### src/smacc_pkg.sv
// shared types and constants of the sign-magnitude accumulator alu
package smacc_pkg;

	localparam int WORD_W = 8;
	localparam int MAG_W  = WORD_W - 1;
	localparam int CNT_W  = $clog2(MAG_W);
	localparam int FUNC_W = 4;
	localparam int ADDR_W = 3;

	typedef enum logic [FUNC_W-1:0] {
		F_ADD = 4'd0,
		F_SUB = 4'd1,
		F_MUL = 4'd2,
		F_DIV = 4'd3,
		F_AND = 4'd4,
		F_NOT = 4'd5,
		F_OR  = 4'd6,
		F_XOR = 4'd7,
		F_LD  = 4'd8,
		F_ST  = 4'd9,
		F_WR  = 4'd10,
		F_CLR = 4'd11
	} func_t;

	typedef struct packed {
		logic [FUNC_W-1:0] func;
		logic [ADDR_W-1:0] addr;
		logic [WORD_W-1:0] wdata;
	} cmd_t;

	typedef struct packed {
		logic [WORD_W-1:0] acc_value;
		logic [WORD_W-1:0] mem_value;
		logic              overflow;
		logic              underflow;
		logic              div_zero;
	} res_t;

	typedef struct packed {
		logic [WORD_W-1:0] word;
		logic              ovf;
		logic              udf;
	} ser_res_t;

endpackage

### src/sign_magnitude_accumulator_alu.sv
// top level of the sign-magnitude accumulator alu
// Accumulator machine on 8-bit sign-magnitude words (bit 7 sign, bits 6..0
// magnitude) with a small data memory. A command on the cmd channel carries
// func, addr and wdata; each command gives exactly one result on the res
// channel with the accumulator and the addressed memory word after the step,
// plus overflow, underflow and divide-by-zero flags.
// A transfer takes place when valid is high and stall is low at a rising edge.
// Logic, load, store, memory write, clear, unused codes and divide by zero
// pass through the exec and done states; add, sub, mul and div also pass
// through the calc state, where the 7-step bit-serial arithmetic unit works.
// One command is worked on at a time and the next one can be taken in the
// cycle after the result is loaded.
// cmd_stall is high from a transfer until the result has been moved into the
// output register; a new command is taken while that result still waits.
// If res_stall holds, the next result waits in the block and res keeps its
// value until its transfer.
// Reset clears the accumulator and every memory word to zero.
module sign_magnitude_accumulator_alu #(
	parameter int MEM_DEPTH = 8
) (
	input  logic            clk,
	input  logic            arst_n,
	input  logic            cmd_valid,
	output logic            cmd_stall,
	input  smacc_pkg::cmd_t cmd,
	output logic            res_valid,
	input  logic            res_stall,
	output smacc_pkg::res_t res
);
	import smacc_pkg::*;

	localparam int ADDR_SPAN  = 1 << ADDR_W;
	localparam int LIVE_DEPTH = (MEM_DEPTH < ADDR_SPAN) ? MEM_DEPTH : ADDR_SPAN;
	localparam int IDX_W      = $clog2(LIVE_DEPTH);

	typedef logic [IDX_W-1:0] idx_t;
	typedef idx_t [ADDR_SPAN-1:0] wrap_t;

	function automatic wrap_t build_wrap();
		wrap_t t;
		for (int i = 0; i < ADDR_SPAN; i++) begin
			t[i] = idx_t'(i % MEM_DEPTH);
		end
		return t;
	endfunction

	localparam wrap_t WRAP = build_wrap();

	typedef enum logic [3:0] {
		ST_IDLE = 4'b0001,
		ST_EXEC = 4'b0010,
		ST_CALC = 4'b0100,
		ST_DONE = 4'b1000
	} state_t;

	state_t            state_q;
	logic [WORD_W-1:0] acc_q;
	logic              res_valid_q;
	res_t              res_q;
	logic [FUNC_W-1:0] func_q;
	idx_t              idx_q;
	logic [WORD_W-1:0] wdata_q;
	logic [WORD_W-1:0] mem_q;
	logic              ovf_q;
	logic              udf_q;
	logic              dz_q;

	logic              accept;
	logic              can_load;
	func_t             fn;
	logic [WORD_W-1:0] m;
	logic [WORD_W-1:0] acc_next;
	logic [WORD_W-1:0] mem_next;
	logic              arith_go;
	logic              dz_cond;
	logic              wr_en;
	logic [WORD_W-1:0] wr_data;
	logic              ser_start;
	logic              ser_done;
	ser_res_t          ser_res;

	assign cmd_stall = (state_q != ST_IDLE);
	assign accept    = cmd_valid && !cmd_stall;
	assign can_load  = !res_valid_q || !res_stall;
	assign fn        = func_t'(func_q);

	always_comb begin
		acc_next = acc_q;
		mem_next = m;
		arith_go = 1'b0;
		dz_cond  = 1'b0;
		wr_en    = 1'b0;
		wr_data  = wdata_q;
		unique case (fn)
			F_ADD, F_SUB, F_MUL: arith_go = 1'b1;
			F_DIV: begin
				dz_cond  = ~|m[MAG_W-1:0];
				arith_go = ~dz_cond;
			end
			F_AND: acc_next = acc_q & m;
			F_NOT: acc_next = ~acc_q;
			F_OR:  acc_next = acc_q | m;
			F_XOR: acc_next = acc_q ^ m;
			F_LD:  acc_next = m;
			F_ST: begin
				wr_en    = 1'b1;
				wr_data  = acc_q;
				mem_next = acc_q;
			end
			F_WR: begin
				wr_en    = 1'b1;
				mem_next = wdata_q;
			end
			F_CLR: acc_next = '0;
			default: begin
			end
		endcase
	end

	assign ser_start = (state_q == ST_EXEC) && arith_go;

	smacc_mem #(
		.DEPTH(LIVE_DEPTH)
	) u_mem (
		.clk    (clk),
		.arst_n (arst_n),
		.rd_en  (accept),
		.rd_idx (WRAP[cmd.addr]),
		.wr_en  ((state_q == ST_EXEC) && wr_en),
		.wr_idx (idx_q),
		.wr_data(wr_data),
		.rd_data(m)
	);

	smacc_serial u_serial (
		.clk   (clk),
		.arst_n(arst_n),
		.start (ser_start),
		.op    (fn),
		.a_word(acc_q),
		.b_word(m),
		.done  (ser_done),
		.res   (ser_res)
	);

	always_ff @(posedge clk or negedge arst_n) begin
		if (!arst_n) begin
			state_q     <= ST_IDLE;
			acc_q       <= '0;
			res_valid_q <= 1'b0;
		end else begin
			if ((state_q == ST_DONE) && can_load) begin
				res_valid_q <= 1'b1;
			end else if (!res_stall) begin
				res_valid_q <= 1'b0;
			end
			unique case (state_q)
				ST_IDLE: begin
					if (accept) begin
						state_q <= ST_EXEC;
					end
				end
				ST_EXEC: begin
					acc_q   <= acc_next;
					state_q <= arith_go ? ST_CALC : ST_DONE;
				end
				ST_CALC: begin
					if (ser_done) begin
						acc_q   <= ser_res.word;
						state_q <= ST_DONE;
					end
				end
				ST_DONE: begin
					if (can_load) begin
						state_q <= ST_IDLE;
					end
				end
				default: state_q <= ST_IDLE;
			endcase
		end
	end

	always_ff @(posedge clk) begin
		if (accept) begin
			func_q  <= cmd.func;
			idx_q   <= WRAP[cmd.addr];
			wdata_q <= cmd.wdata;
		end
		if (state_q == ST_EXEC) begin
			mem_q <= mem_next;
			ovf_q <= 1'b0;
			udf_q <= 1'b0;
			dz_q  <= dz_cond;
		end
		if ((state_q == ST_CALC) && ser_done) begin
			ovf_q <= ser_res.ovf;
			udf_q <= ser_res.udf;
		end
		if ((state_q == ST_DONE) && can_load) begin
			res_q.acc_value <= acc_q;
			res_q.mem_value <= mem_q;
			res_q.overflow  <= ovf_q;
			res_q.underflow <= udf_q;
			res_q.div_zero  <= dz_q;
		end
	end

	assign res_valid = res_valid_q;
	assign res       = res_q;

	a_res_from_done: assert property (@(posedge clk) disable iff (!arst_n)
		$rose(res_valid_q) |-> $past(state_q == ST_DONE))
		else $error("result appeared without a finished command");

	a_ser_done_in_calc: assert property (@(posedge clk) disable iff (!arst_n)
		ser_done |-> (state_q == ST_CALC))
		else $error("arithmetic unit finished outside of the calc state");

	a_dz_keeps_acc: assert property (@(posedge clk) disable iff (!arst_n)
		((state_q == ST_EXEC) && dz_cond) |=> $stable(acc_q))
		else $error("divide by zero changed the accumulator");

	a_flags_exclusive: assert property (@(posedge clk) disable iff (!arst_n)
		res_valid_q |-> ($countones({res_q.overflow, res_q.underflow, res_q.div_zero}) <= 1))
		else $error("more than one result flag set");

endmodule

### src/smacc_mem.sv
// data memory with reset to zero, one write port and a registered read port
module smacc_mem #(
	parameter int DEPTH = 8,
	localparam int IW = $clog2(DEPTH)
) (
	input  logic                               clk,
	input  logic                               arst_n,
	input  logic                               rd_en,
	input  logic [IW-1:0]                      rd_idx,
	input  logic                               wr_en,
	input  logic [IW-1:0]                      wr_idx,
	input  logic [smacc_pkg::WORD_W-1:0]       wr_data,
	output logic [smacc_pkg::WORD_W-1:0]       rd_data
);
	import smacc_pkg::*;

	logic [WORD_W-1:0] mem_q [DEPTH];
	logic [WORD_W-1:0] rd_data_q;

	always_ff @(posedge clk or negedge arst_n) begin
		if (!arst_n) begin
			for (int i = 0; i < DEPTH; i++) begin
				mem_q[i] <= '0;
			end
		end else if (wr_en) begin
			mem_q[wr_idx] <= wr_data;
		end
	end

	always_ff @(posedge clk) begin
		if (rd_en) begin
			rd_data_q <= mem_q[rd_idx];
		end
	end

	assign rd_data = rd_data_q;

endmodule

### src/smacc_serial.sv
// bit-serial add/sub, shift-add multiply and restoring divide on 7-bit magnitudes
module smacc_serial (
	input  logic                         clk,
	input  logic                         arst_n,
	input  logic                         start,
	input  smacc_pkg::func_t             op,
	input  logic [smacc_pkg::WORD_W-1:0] a_word,
	input  logic [smacc_pkg::WORD_W-1:0] b_word,
	output logic                         done,
	output smacc_pkg::ser_res_t          res
);
	import smacc_pkg::*;

	logic             busy_q;
	logic             done_q;
	logic [CNT_W-1:0] cnt_q;
	func_t            op_q;
	logic             sa_q;
	logic             sb_q;
	logic [MAG_W-1:0] a_q;
	logic [MAG_W-1:0] b_q;
	logic [MAG_W-1:0] p_q;
	logic [MAG_W-1:0] sum_q;
	logic [MAG_W-1:0] dab_q;
	logic [MAG_W-1:0] dba_q;
	logic             c_q;
	logic             bw1_q;
	logic             bw2_q;

	logic             ab;
	logic             bb;
	logic [MAG_W:0]   mul_t;
	logic [MAG_W+1:0] div_t;
	logic             q_bit;
	logic             big;
	logic             neg;
	logic             nz;
	logic [MAG_W-1:0] mag;

	assign ab    = a_q[0];
	assign bb    = b_q[0];
	assign mul_t = {1'b0, p_q} + (b_q[0] ? {1'b0, a_q} : '0);
	assign div_t = {1'b0, p_q, a_q[MAG_W-1]} - {2'b00, b_q};
	assign q_bit = !div_t[MAG_W+1];

	always_ff @(posedge clk or negedge arst_n) begin
		if (!arst_n) begin
			busy_q <= 1'b0;
			done_q <= 1'b0;
			cnt_q  <= '0;
		end else begin
			done_q <= 1'b0;
			if (start) begin
				busy_q <= 1'b1;
				cnt_q  <= '0;
			end else if (busy_q) begin
				cnt_q <= cnt_q + 1'b1;
				if (cnt_q == CNT_W'(MAG_W - 1)) begin
					busy_q <= 1'b0;
					done_q <= 1'b1;
				end
			end
		end
	end

	always_ff @(posedge clk) begin
		if (start) begin
			op_q  <= op;
			sa_q  <= a_word[WORD_W-1];
			sb_q  <= b_word[WORD_W-1] ^ (op == F_SUB);
			a_q   <= a_word[MAG_W-1:0];
			b_q   <= b_word[MAG_W-1:0];
			p_q   <= '0;
			c_q   <= 1'b0;
			bw1_q <= 1'b0;
			bw2_q <= 1'b0;
		end else if (busy_q) begin
			unique case (op_q)
				F_ADD, F_SUB: begin
					// sum and both differences, lsb first
					a_q   <= a_q >> 1;
					b_q   <= b_q >> 1;
					sum_q <= {ab ^ bb ^ c_q, sum_q[MAG_W-1:1]};
					c_q   <= (ab & bb) | (c_q & (ab ^ bb));
					dab_q <= {ab ^ bb ^ bw1_q, dab_q[MAG_W-1:1]};
					bw1_q <= (~ab & bb) | (~(ab ^ bb) & bw1_q);
					dba_q <= {ab ^ bb ^ bw2_q, dba_q[MAG_W-1:1]};
					bw2_q <= (~bb & ab) | (~(ab ^ bb) & bw2_q);
				end
				F_MUL: begin
					// high half in p, low half shifts into the multiplier register
					p_q <= mul_t[MAG_W:1];
					b_q <= {mul_t[0], b_q[MAG_W-1:1]};
				end
				F_DIV: begin
					// dividend leaves a msb first, quotient bits enter at the bottom
					p_q <= q_bit ? div_t[MAG_W-1:0] : {p_q[MAG_W-2:0], a_q[MAG_W-1]};
					a_q <= {a_q[MAG_W-2:0], q_bit};
				end
				default: begin
				end
			endcase
		end
	end

	always_comb begin
		big = 1'b0;
		neg = sa_q ^ sb_q;
		mag = a_q;
		unique case (op_q)
			F_ADD, F_SUB: begin
				if (sa_q == sb_q) begin
					big = c_q;
					mag = sum_q;
					neg = sa_q;
				end else if (!bw1_q) begin
					mag = dab_q;
					neg = sa_q;
				end else begin
					mag = dba_q;
					neg = sb_q;
				end
			end
			F_MUL: begin
				big = |p_q;
				mag = b_q;
			end
			F_DIV: begin
				mag = a_q;
			end
			default: begin
			end
		endcase
	end

	// a zero result never carries the sign bit
	assign nz       = big | (|mag);
	assign res.word = {neg & nz, mag};
	assign res.ovf  = big & ~neg;
	assign res.udf  = big & neg;
	assign done     = done_q;

endmodule

### config.mk
export PLATFORM = sky130hd
export DESIGN_NAME = sign_magnitude_accumulator_alu
export DESIGN_NICKNAME = d
export VERILOG_FILES = /design/src/smacc_pkg.sv /design/src/sign_magnitude_accumulator_alu.sv /design/src/smacc_mem.sv /design/src/smacc_serial.sv
export SDC_FILE = /design/constraint.sdc
export NUM_CORES = 1
export LEC_CHECK = 0
export ABC_CLOCK_PERIOD_IN_PS = 3900
export BUFFER_PORTS_ARGS = -buffer_cell sky130_fd_sc_hd__buf_2
export CAP_MARGIN = 25
export CORE_UTILIZATION = 55
export DETAILED_ROUTE_END_ITERATION = 16
export PLACE_DENSITY = 0.72
export REMOVE_ABC_BUFFERS = 1
export SYNTH_ARGS = -nofsm -noshare
export SYNTH_HDL_FRONTEND = slang
export SYNTH_SLANG_ARGS = --single-unit
### constraint.sdc
create_clock -name clk -period 3.9 [get_ports clk]
set_input_delay 0.39 -clock clk [delete_from_list [all_inputs] [get_ports clk]]
set_output_delay 0.39 -clock clk [all_outputs]
set_load 0.02 [all_outputs]
# After elaboration in Yosys (flattened, before gate mapping)
# Memory sizes are Yosys's and may differ from the RTL's.
# Cells that the tools add are included.
[totals]
ff_bits = 186
rom_bits = 24
in_bits = 19
n_memories = 1
[mem_list]
columns = ["memory", "words", "word_bits", "rd", "rd_clocked_by_memory_dff", "wr", "line", "rtl"]
rows = [
  ["(no name shown)", 8, 3, 1, 0, 0, "sign_magnitude_accumulator_alu.sv:186", "idx_q <= WRAP[cmd.addr];"],
]
[classes]
n_addsub = 3
order_cmp = 4
n_eq_ne = 26
muxes = 49
bitwise = 30
reduce_logical = 33
[ops]
columns = ["op", "n"]
rows = [
  ["$bwmux 64", 1],
  ["$mux 7", 8],
  ["$pmux 7 s2", 4],
  ["$pmux 8 s6", 1],
  ["$mux 8", 5],
  ["$pmux 8 s2", 2],
  ["$bmux 8 s3", 1],
  ["$demux 8 s3", 1],
  ["$reduce_or 7->1", 3],
  ["$eq 4x2->1 const B", 5],
  ["$eq 4x3->1 const B", 5],
  ["$eq 4x4->1 const B", 5],
  ["$mux 1", 16],
  ["$mux 4", 4],
  ["$pmux 4 s4", 1],
  ["$eq 4x1->1 const B", 3],
  ["$and 1x1->1", 9],
  ["$mux 3", 3],
  ["$reduce_and 3->1", 3],
  ["$sub 8x7->9", 1],
  ["$add 7x8->8", 1],
  ["$and 8x8->8", 1],
  ["$ge 4x4->1 const B", 2],
  ["$logic_not 4->1", 2],
  ["other kinds (25)", 58],
]

# Depth between registers and ports, before layout
# Gate-level depths: netlist of run 1.
[logic_depth]
ltp_word = 8
mapped_depth = 11
mapped_depth_nobuf = 10

# Hierarchy
# Synthesis of run 1 repeated with hierarchy kept, for this count alone.
[hier_totals]
hier_cells = 756
hier_area_um2 = 9599.2
[by_module_without_submodules]
columns = ["mod", "instances", "cells_per_inst", "area_per_inst_um2", "seq_area_each_um2"]
rows = [
  ["smacc_serial", 1, 337, 3363.2, 1556.5],
  ["smacc_mem", 1, 180, 3233.1, 1841.8],
  ["sign_magnitude_accumulator_alu", 1, 239, 3002.9, 1677.9],
]

# Worst setup path after synthesis of run 1
# Ideal clock, no wire load.
[synth_timing]
kind = "register to register"
from = "register u_mem.rd_data_q[3], in the netlist u_mem.rd_data[3]"
to = "register u_serial.dab_q[0] (enable)"
setup_time_ns = 0.399
arrival_ns = 2.749
path_slack_ns = 0.752
path_stages_with_launch = 8
synth_period_minus_slack_ns = 3.148
cell_sequence = "edfxtp_1 or4_1 nor3_1 nand4_1 nand3_1 inv_2 clkbuf_1 nor2_1"
[synth_between]
elab_chain_len = 5
[synth_lines]
columns = ["item", "line", "rtl"]
rows = [
  ["start: declaration", "smacc_mem.sv:18", "logic [WORD_W-1:0] rd_data_q;"],
  ["start signal: assignment", "smacc_mem.sv:32", "rd_data_q <= mem_q[rd_idx];"],
  ["$reduce_or 7->1", "sign_magnitude_accumulator_alu.sv:97", "dz_cond = ~|m[MAG_W-1:0];"],
  ["$pmux 1 s2", "sign_magnitude_accumulator_alu.sv:94", "unique case (fn)"],
  ["$logic_and 1x1->1", "sign_magnitude_accumulator_alu.sv:120", "assign ser_start = (state_q == ST_EXEC) && arith_go;"],
  ["named net ser_start", "sign_magnitude_accumulator_alu.sv:78", "logic ser_start;"],
  ["$not 1->1 (no line)", "-", ""],
  ["$reduce_and 3->1 (no line)", "-", ""],
  ["end signal: assignment", "smacc_serial.sv:85", "dab_q <= {ab ^ bb ^ bw1_q, dab_q[MAG_W-1:1]};"],
  ["end: declaration", "smacc_serial.sv:24", "logic [MAG_W-1:0] dab_q;"],
]
# The timed path passes the listed nets, and every way through them passes these cells.
# A chain may end at the register's enable or synchronous reset.

# Final worst setup path of run 1
[layout_timing]
from = "register u_serial.b_q[0]"
to = "register u_serial.p_q[1]"
[layout_between]
elab_chain_len = 3
elab_cells_between_ends = 5
cone_classes = "2 x add/sub; 3 x mux"
[layout_lines]
columns = ["item", "line", "rtl"]
rows = [
  ["start: declaration", "smacc_serial.sv:21", "logic [MAG_W-1:0] b_q;"],
  ["start signal: assignment", "smacc_serial.sv:72", "b_q <= b_word[MAG_W-1:0];"],
  ["start signal: assignment", "smacc_serial.sv:82", "b_q <= b_q >> 1;"],
  ["start signal: assignment", "smacc_serial.sv:93", "b_q <= {mul_t[0], b_q[MAG_W-1:1]};"],
  ["$sub 8x7->9 or $mux 7 (tied branches)", "smacc_serial.sv:43, smacc_serial.sv:42", ""],
  ["$mux 7 or $add 7x8->8 (tied branches)", "smacc_serial.sv:97, smacc_serial.sv:42", ""],
  ["$pmux 7 s2 *", "smacc_serial.sv:78", "unique case (op_q)"],
  ["end signal: assignment", "smacc_serial.sv:92", "p_q <= mul_t[MAG_W:1];"],
  ["end signal: assignment", "smacc_serial.sv:97", "p_q <= q_bit ? div_t[MAG_W-1:0] : {p_q[MAG_W-2:0], a_q[MAG_W-1]};"],
  ["end: declaration", "smacc_serial.sv:22", "logic [MAG_W-1:0] p_q;"],
]
# Every way passes the cells marked *; elsewhere a longest branch is shown, timed or not.

==> metrics, run 1 <==
status=completed; Ant. Diodes=0; grt total ovfl=0; max_cap viols=0; DR pass1 iterations=5; slew margin rel.=28.7%; NumNets Final=901; Syn-to-layout area delta=10.8%; Pleak=4.12 nW; CP top delay family=compound AO/OA/AOI/OAI gates; Final Wtd Congestion=0.853; post-layout min period=3.08 ns; setup TNS=0 ns; DR WL/cell=19.3 µm; clk_skew=0.00842 ns; cell count along the critical path=9; crit share post-route=78.9%; cells on worst reg2reg path=9; sequential cell area fraction in the yosys report=55.3%; final cell count without fillers=1,072; FP Rows=46; commonest non-fill, non-tap cell in the layout=edfxtp_1; minimum hold slack=0.134 ns; Async S/R FF share, synth=44.1%; CP max stage cell=o21ai_0; WS Path Type=reg2reg; Mapped Cells=814; DRT Wirelength=20,600 µm; Worst-path clk slew=0.07 ns; largest net degree at the start of global routing=83; Avg Inst Size Synth=11.3 µm²; dpl cell area=9530 µm²; CTS tree=built; synth warn=0; # port buffers=39; PD cells=606 nW/µm²; Num CTS Buffers=17; Max FO, Critical Path=11; starting density of the core=57.0%; Setup crit end kind=register; first-pass GRT wire length=33,100 µm; FF-to-FF Start=u_serial.b_q[0]$_DFFE_PP_; GRT Total Usage=24.9%; Min-Delay Startpoint=cmd[4]; Slew Limit Fails=0; worst path cell trace=ha_1 > inv_1 > fa_1 > a211oi_1 > o21a_1 > o21ai_0 > mux2_2 > o211ai_1 > a21oi_1; DR iter-0 viols=655; CTS root buf=clkbuf_16; Vias/cell=6.12; number of remaining DRC errors=0; FMAX=325 MHz; ratio of cells with drive above 1 in the final layout=15.7%; dpl ws=0.874 ns; vias=6,563; Worst Max-Slew Pin Slew=1.06 ns; data required time at the worst endpoint=4.21 ns; clk sinks=186; Final Hold Viols=0; Die ar.=17,200 µm²; Die Wd=131 µm; most frequent cells in the layout=edfxtp_1, nand2_1, dfrtp_1, nor2_1, o21ai_0; post-CTS sizing=0; number of global-route vias before repair=6,327; Hold Path Cell Cnt=1; placed insts=1,037; share of the synthesized area in the top cell type=30.8%; antenna viol nets, final=0; Worst Setup Slack, final=0.823 ns; Max Root-Sink Buffers=2; RSZ-0062 raised after global routing=no; Worst Hold Path EP=wdata_q[4]$_DFFE_PP_; Max rail drop VDD=0.386 mV; Yosys cell types=67; CP Data Arrival Time=3.39 ns; CP Launch Type=register; cell area after layout=10,200 µm²; CTS H-tree lvls=4; initial antenna violation count=0; Synth Flop Type=edfxtp_1; Yosys top cell by area=edfxtp_1; Seq cells post-synth=186; core region area=16,100 µm²; top post-synthesis cells by area=edfxtp_1, dfrtp_1, ha_1; chip height=131 µm; DPL Wire Length=14,500 µm; count of final setup violators=0; Worst R2R End=u_serial.p_q[1]$_SDFFE_PP0P_; Post-Synthesis Cell Area=9180 µm²; number of synthesized flops with an enable pin=94; worst-skew pair later-pin latency=0.43 ns; crit-path max cell delay=0.84 ns; worst path buffer plus inverter count=1; I/O Pins=40; class of the worst hold path=in2reg; Reg2Reg Setup Slack=0.82 ns
-- metrics by stage --
step,power [mW],utilization [%]
6_report,6.17,63.1
5_1_grt,6.48,63.1
4_1_cts,6.16,62.8
3_5_place_dp,4.45,59.1
3_3_place_gp,4.32,59.0
2_1_floorplan,3.91,-
-- state kept, by name, indices dropped and copies added (netlist names), 3 cells and up --
signal          count
u_mem.mem_q        64
res                19
acc_q               8
mem_q               8
u_mem.rd_data       8
wdata_q             8
u_serial.a_q        7
u_serial.b_q        7
u_serial.dab_q      7
u_serial.dba_q      7
u_serial.p_q        7
u_serial.sum_q      7
fn                  4
state_q             4
u_serial.op_q       4
idx_q               3
u_serial.cnt_q      3
-- worst max path at each step --
stage,from,to
floorplan,u_mem.rd_data[3]$_DFFE_PP_,u_serial.dab_q[0]$_DFFE_PP_
global placement,u_serial.b_q[0]$_DFFE_PP_,u_serial.p_q[1]$_SDFFE_PP0P_
detailed placement,u_serial.b_q[0]$_DFFE_PP_,u_serial.p_q[1]$_SDFFE_PP0P_
CTS,u_serial.b_q[0]$_DFFE_PP_,u_serial.p_q[1]$_SDFFE_PP0P_
global route,u_serial.b_q[0]$_DFFE_PP_,u_serial.p_q[1]$_SDFFE_PP0P_
finish,u_serial.b_q[0]$_DFFE_PP_,u_serial.p_q[1]$_SDFFE_PP0P_
-- power breakdown --
part | switching [mW] | total [mW] | internal (mW)
clock network | 0.769 | 1.72 | 0.950
logic | 0.852 | 1.53 | 0.681
registers | 0.418 | 2.91 | 2.50
-- what timing repair did --
| item | CTS | global route |
|---|---|---|
| hold buffers | 0 | 1 |
| setup buffers | 0 | 0 |
| endpoints found under the setup margin | 0 | 0 |
| hold endpoints to repair | 0 | 7 |
-- kinds of logic (layout without fill, tap and decap cells) --
group	Yosys count	in the layout	synth area share, %
buf+inv	79	121	3.80
simple gates	245	245	12.8
xor+xnor	11	11	1.05
fa+ha+maj	39	39	5.73
flops	186	186	55.3
mux	44	44	7.29
compound gates	210	210	14.0
-- layer usage --
| layer | routed length (µm) | vias up | GRT usage, % |
|---|---|---|---|
| li1 | - | 3037 | - |
| met1 | 8760 | 3263 | 33.1 |
| met2 | 10300 | 227 | 40.8 |
| met3 | 1170 | 36 | 4.51 |
| met4 | 461 | 0 | 9.54 |
| met5 | 0 | - | 0 |
-- synth_stat cells (4+ instances only) --
cell type   n
buf_4       4
clkbuf_1   25
dfxtp_1    10
o221ai_1    9
a31oi_1    12
nand3_1    13
o211ai_1   10
dfrtp_1    81
o21ai_0    73
nor2b_1    10
buf_2       6
edfxtp_1   94
a221o_1    15
mux2_2     23
a21oi_1    62
mux4_2     16
mux2i_1     5
xnor2_1     8
and2_1      7
inv_1      37
nand2_1    87
o22ai_1     6
ha_1       34
buf_6       4
nor4_1      7
nor2_1     77
nor3_1     14
fa_1        5
-- layout make-up --
type / count / area, µm²
Sequential cell: 186 / 5080
Inverter: 38 / 143
Timing Repair Buffer: 51 / 322
Clock buffer: 21 / 504
Clock inverter: 11 / 92.6
Tap cell: 216 / 270
Fill cell: 1253 / 5940
Multi-Input combinational cell: 549 / 3770
Note: power is estimated with default switching activity, not from simulation.
==> inputs of run 2 (changes only) <==
- ABC_AREA: unset -> 1
- ABC_CLOCK_PERIOD_IN_PS: 3900 -> 3200
- clock period: 3.9 -> 3.2 ns (I/O delays scaled with it)
==> metrics, run 2 <==
initial antenna violation count=0 (unchanged); most frequent cells in the layout=nand2_1, nor2_1, inv_1, edfxtp_1, dfrtp_1; NumNets Final=1,154 (+28%); CP top delay family=simple AND/OR/NAND/NOR gates; share of the synthesized area in the top cell type=30.0% (-0.76 points); worst setup path start=u_mem.rd_data[1]$_DFFE_PP_; data required time at the worst endpoint=3.32 ns (-0.89 ns); WS Path Type=reg2reg; Final Wtd Congestion=0.918 (+7.6%); ratio of cells with drive above 1 in the final layout=10.6% (-5.1 points); top post-synthesis cells by area=edfxtp_1, dfrtp_1, nand2_1; Num CTS Buffers=17 (unchanged); worst-skew pair later-pin latency=0.44 ns (about the same); synth warn=0 (unchanged); setup TNS=0 ns (unchanged); Worst R2R End=u_serial.sum_q[4]$_DFFE_PP_; Seq cells post-synth=186 (unchanged); crit-path max cell delay=0.45 ns (-0.39 ns); worst path buffer plus inverter count=3 (+2); most instantiated cells after synthesis=nand2_1, nor2_1, inv_1, edfxtp_1, dfrtp_1; Syn-to-layout area delta=10.8% (about the same); Slew Limit Fails=0 (unchanged); Avg Inst Size Synth=8.94 µm² (-21%); Reg2Reg Setup Slack=0.69 ns (-0.13 ns); CTS root buf=clkbuf_16; clk_skew=0.0102 ns (+0.00178 ns); Max Root-Sink Buffers=2 (unchanged); GRT Total Usage=26.7% (+1.7 points); most frequent cell after synthesis=nand2_1; class of the worst hold path=in2async; sequential cell area fraction in the yosys report=53.9% (-1.4 points); Core Util, Final=62.7% (-0.46 points); core region area=16,600 µm² (+3.3%); Die Wd=133 µm (+1.2%); number of synthesized flops with an enable pin=94 (unchanged); post-layout min period=2.51 ns (-0.569 ns); status=finished with violations; CP Data Arrival Time=2.63 ns (-0.76 ns); commonest non-fill, non-tap cell in the layout=nand2_1; starting density of the core=56.5% (-0.41 points); antenna viol nets, final=0 (unchanged); Biggest register=u_mem.mem_q; number of post-CTS setup repair buffers=0 (unchanged); Synth Flop Type=edfxtp_1; Async S/R FF share, synth=44.1% (unchanged); Mapped Cells=1,053 (+29%); CTS H-tree lvls=4 (unchanged); Overall Power=7.52 mW (+22%); FMAX=399 MHz (+23%); post-CTS sizing=0 (unchanged); minimum hold slack=-0.0239 ns (-0.158 ns); clk sinks=186 (unchanged); Yosys cell types=38 (-43%); CP max stage cell=edfxtp_1; Max rail drop VDD=0.452 mV (+17%); Worst-path clk slew=0.07 ns (about the same); CP Launch Type=register; DR iter-0 viols=837 (+28%); number of remaining DRC errors=0 (unchanged); Post-Synthesis Cell Area=9410 µm² (+2.5%); # port buffers=39 (unchanged); count of final setup violators=0 (unchanged); max FFs per register=64 (unchanged); Post-CTS Hold Buffers=0 (unchanged); vias=7,528 (+15%); Die ar.=17,600 µm² (+2.5%); FP Rows=47 (+2.2%); crit share post-route=78.4% (-0.52 points); first-pass GRT wire length=36,400 µm (+9.9%); DPL Wire Length=15,700 µm (+8.7%); grt total ovfl=0 (unchanged); CTS tree=built; Worst Max-Slew Pin Slew=0.901 ns (-0.157 ns); DR pass1 iterations=7 (+2); Max FO, Critical Path=16 (+5); DRT Wirelength=22,200 µm (+7.5%); chip height=133 µm (+1.2%); Setup crit end kind=register; cells on worst reg2reg path=7 (-2); violated checks=hold timing; PD cells=721 nW/µm² (+19%); largest net degree at the start of global routing=68 (-18%); number of global-route vias before repair=7,072 (+12%); worst path cell trace=nor4_1 > nand3_1 > nand3_1 > buf_4 > nand2_1 > inv_1 > buf_4; DR WL/cell=16.7 µm (-13%); Pleak=4.85 nW (+18%); FF-to-FF Start=u_mem.rd_data[1]$_DFFE_PP_; I/O Pins=40 (unchanged); Yosys top cell by area=edfxtp_1; Vias/cell=5.66 (-7.5%); max_cap viols=0 (unchanged); slew margin rel.=39.9% (+11 points); RSZ-0062 raised after global routing=no; Final Hold Viols=7 (+7)
==> run 2: cell types whose count changed after synthesis, sizes merged, moves of 15 or more <==
cell	previous run	this run
a21oi	63	24
a221o	15	0
inv	38	121
mux2	23	0
mux4	16	0
nand2	87	251
nand3	13	51
nor2	78	131
o21ai	73	145
==> run 2: worst max path at each step <==
stage	to	slack [ns]	cells past startpoint
final	u_serial.sum_q[4]$_DFFE_PP_	0.69	7
after global routing	u_serial.p_q[4]$_SDFFE_PP0P_	0.50	12
after CTS	u_serial.sum_q[4]$_DFFE_PP_	0.75	7
after detailed placement	u_serial.a_q[0]$_DFFE_PP_	0.76	9
after global placement	u_serial.sum_q[5]$_DFFE_PP_	0.78	7
after floorplan	u_serial.a_q[0]$_DFFE_PP_	0.32	5
==> run 2: cell families after synthesis <==
| group | share of synthesized area [%] |
|---|---|
| adder cells (fa/ha/maj) | 5.58 |
| AND/OR/NAND/NOR | 20.5 |
| XOR/XNOR | 0.465 |
| buffers and inverters | 6.90 |
| flip-flops | 53.9 |
| AO/OA/AOI/OAI | 12.6 |
==> run 2: area by class of cell <==
class                           instances  area, µm²
Fill cell                            1408       6210
Sequential cell                       186       5080
Multi-Input combinational cell        713       3690
Clock buffer                           20        468
Inverter                              123        462
Timing Repair Buffer                   55        323
Tap cell                              220        275
Clock inverter                         12        131
Antenna cell                            1       2.50
==> run 2: where the power goes <==
group,internal (mW),switching [mW],total [mW]
combinational,0.665,1.31,1.98
sequential,3.01,0.396,3.41
clock,1.17,0.968,2.14
==> run 2: layer usage <==
layer	GRT usage, %	routed length, µm	vias to the layer above	share of wire, %
li1	-	-	3600	-
met1	37.2	9600	3542	43
met2	41.8	10300	331	46
met3	4.64	1740	55	7.8
met4	10.1	541	0	2.4
met5	0	0	-	0
==> run 2: worst reg2reg max path, stage by stage, from the launching register on <==
cell and delay, ns:
edfxtp_1 0.45, nor4_1 0.44, nand3_1 0.20, nand3_1 0.33, buf_4 0.25, nand2_1 0.06
inv_1 0.18, buf_4 0.29
==> run 2: metrics by stage <==
stage	area [µm²]	hold WS [ns]	cells	worst slack, ns
after floorplan	9220	0.0244	1022	0.319
after global placement	9810	0.400	1295	0.776
after detailed placement	9810	0.407	1295	0.756
after CTS	10400	0.0105	1327	0.752
after global routing	10400	0.0422	1329	0.498
final	10400	-0.0239	1330	0.692
==> inputs of run 3 (changes only) <==
- ABC_CLOCK_PERIOD_IN_PS: 3200 -> 2500
- clock period: 3.2 -> 2.5 ns (I/O delays scaled with it)
==> metrics, run 3 (synthesized netlist as in run 2, its figures left out) <==
core region area=16,600 µm² (unchanged); CTS tree=built; CTS H-tree lvls=4 (unchanged); vias=7,405 (-1.6%); DR WL/cell=16.2 µm (-3.1%); post-layout min period=2.32 ns (-0.185 ns); dpl cell area=9900 µm² (+1.0%); GRT Total Usage=26.1% (-0.54 points); I/O Pins=40 (unchanged); DRT Wirelength=21,800 µm (-1.9%); final cell count without fillers=1,347 (+1.3%); FMAX=430 MHz (+7.9%); clk sinks=186 (unchanged); DR pass1 iterations=5 (-2); Num CTS Buffers=17 (unchanged); largest net degree at the start of global routing=49 (-28%); NumNets Final=1,172 (+1.6%); ratio of cells with drive above 1 in the final layout=11.1% (+0.54 points); DPL Wire Length=15,600 µm (-0.50%); antenna viol nets, final=0 (unchanged); multi-input gate area in the final layout=3690 µm² (about the same); FF+latch area=5080 µm² (unchanged); Pleak=4.94 nW (+1.8%); Setup crit end kind=register; Min-Delay Startpoint=cmd[14]; commonest non-fill, non-tap cell in the layout=nand2_1; # fillers=1,358 (-3.6%); Core Util, Final=63.8% (+1.1 points); Syn-to-layout area delta=12.8%; Die Wd=133 µm (unchanged); status=completed; slew margin rel.=37.6% (-2.3 points); CTS root buf=clkbuf_16; dpl ws=0.251 ns (-0.504 ns); Slew Limit Fails=0 (unchanged); Reg2Reg Setup Slack=0.18 ns (-0.52 ns); Biggest register=u_mem.mem_q; CP Data Arrival Time=2.40 ns (-0.23 ns); Ant. Diodes=0 (-1); PD cells=909 nW/µm² (+26%); WS Path Type=reg2reg; Max FO, Critical Path=36 (+20); Hold Path Cell Cnt=1; number of post-CTS setup repair buffers=0 (unchanged); Worst-path clk slew=0.07 ns (about the same); number of global-route vias before repair=6,981 (-1.3%); placed insts=1,303 (+0.62%); CP Launch Type=register; number of remaining DRC errors=0 (unchanged); Worst Setup Slack, final=0.177 ns (-0.515 ns); RSZ-0062 raised after global routing=no; worst-skew pair later-pin latency=0.44 ns (about the same); Die ar.=17,600 µm² (unchanged); Max Root-Sink Buffers=2 (unchanged); chip height=133 µm (unchanged); cell area after layout=10,600 µm² (+1.8%); Overall Power=9.65 mW (+28%); cells on worst reg2reg path=5 (-2); max FFs per register=64 (unchanged); most frequent cells in the layout=nand2_1, nor2_1, inv_1, edfxtp_1, dfrtp_1; class of the worst hold path=in2reg; Worst Max-Slew Pin Slew=0.927 ns (+0.0262 ns); initial antenna violation count=0 (unchanged); Worst Hold Path EP=fn[3]$_DFFE_PP_; Vias/cell=5.50 (-2.9%); clk_skew=0.0129 ns (+0.00266 ns); Final Wtd Congestion=0.985 (+7.3%); crit share post-route=92.9% (+15 points); FF-to-FF Start=u_mem.rd_data[1]$_DFFE_PP_; Worst R2R End=u_serial.b_q[0]$_DFFE_PP_; count of final setup violators=0 (unchanged); Max rail drop VDD=0.551 mV (+22%); DR iter-0 viols=661 (-21%); # port buffers=39 (unchanged); data required time at the worst endpoint=2.57 ns (-0.75 ns); grt total ovfl=0 (unchanged); Final Hold Viols=0 (-7); max_cap viols=0 (unchanged); FP Rows=47 (unchanged); first-pass GRT wire length=35,600 µm (-2.4%); starting density of the core=56.5% (unchanged)
[run 3: cell count changes in the layout (fill, tap and decap cells not counted), moves of 2 or more]
cell | previous run | this run
dlygate4sd3_1 | 0 | 12
clkinv_4 | 2 | 0
buf_4 | 15 | 20
buf_12 | 0 | 3
inv_6 | 2 | 6
[run 3: worst max-delay path: stages, from the launching register on]
cell      delay (ns)
edfxtp_1        0.44
nor4_1          0.37
nand3_1         0.23
nand3_1         0.32
buf_12          0.24
o21ai_0         0.36
[run 3: final cells by class]
class / instances / share of cell area (%)
timing repair buffer: 73 / 4.90
clock inverter: 13 / 1.36
inverter: 123 / 4.35
clock buffer: 19 / 4.21
tap: 220 / 2.59
multi-input combinational: 713 / 34.8
sequential: 186 / 47.8
[run 3: worst max path at each step]
stage	start	depth (start not counted)	endpoint
2_1_floorplan	state_q[3]$_DFFE_PN0P_	5	u_serial.a_q[0]$_DFFE_PP_
3_3_place_gp	state_q[3]$_DFFE_PN0P_	7	u_serial.a_q[1]$_DFFE_PP_
3_5_place_dp	u_serial.a_q[6]$_DFFE_PP_	10	u_serial.a_q[0]$_DFFE_PP_
4_1_cts	u_mem.rd_data[1]$_DFFE_PP_	5	u_serial.b_q[0]$_DFFE_PP_
5_1_grt	u_mem.rd_data[1]$_DFFE_PP_	5	u_serial.b_q[0]$_DFFE_PP_
6_report	u_mem.rd_data[1]$_DFFE_PP_	5	u_serial.b_q[0]$_DFFE_PP_
[run 3: metrics by stage]
stage          hold slack [ns]  setup TNS [ns]
6_report                0.0137               0
5_1_grt                0.00922               0
4_1_cts                0.00894               0
3_5_place_dp             0.318               0
3_3_place_gp             0.321               0
2_1_floorplan          -0.0456           -7.75
[run 3: power by group]
group          switching [mW]  internal [mW]
logic                    1.70          0.901
registers               0.455           3.85
clock network            1.28           1.46
[run 3: layer usage]
layer	vias up	track usage, %	part of all wire, %
met5	-	0	0
met4	0	10.4	2.5
met3	33	3.91	5.3
met2	256	43.4	49
met1	3466	34.5	43
li1	3650	-	-
[run 3: repair_timing]
action | 4_1_cts | 5_1_grt
gates resized for setup | 0 | 1
endpoints found under the setup margin | 0 | 3
hold buffers | 12 | 0
endpoints found under the hold margin | 56 | 0
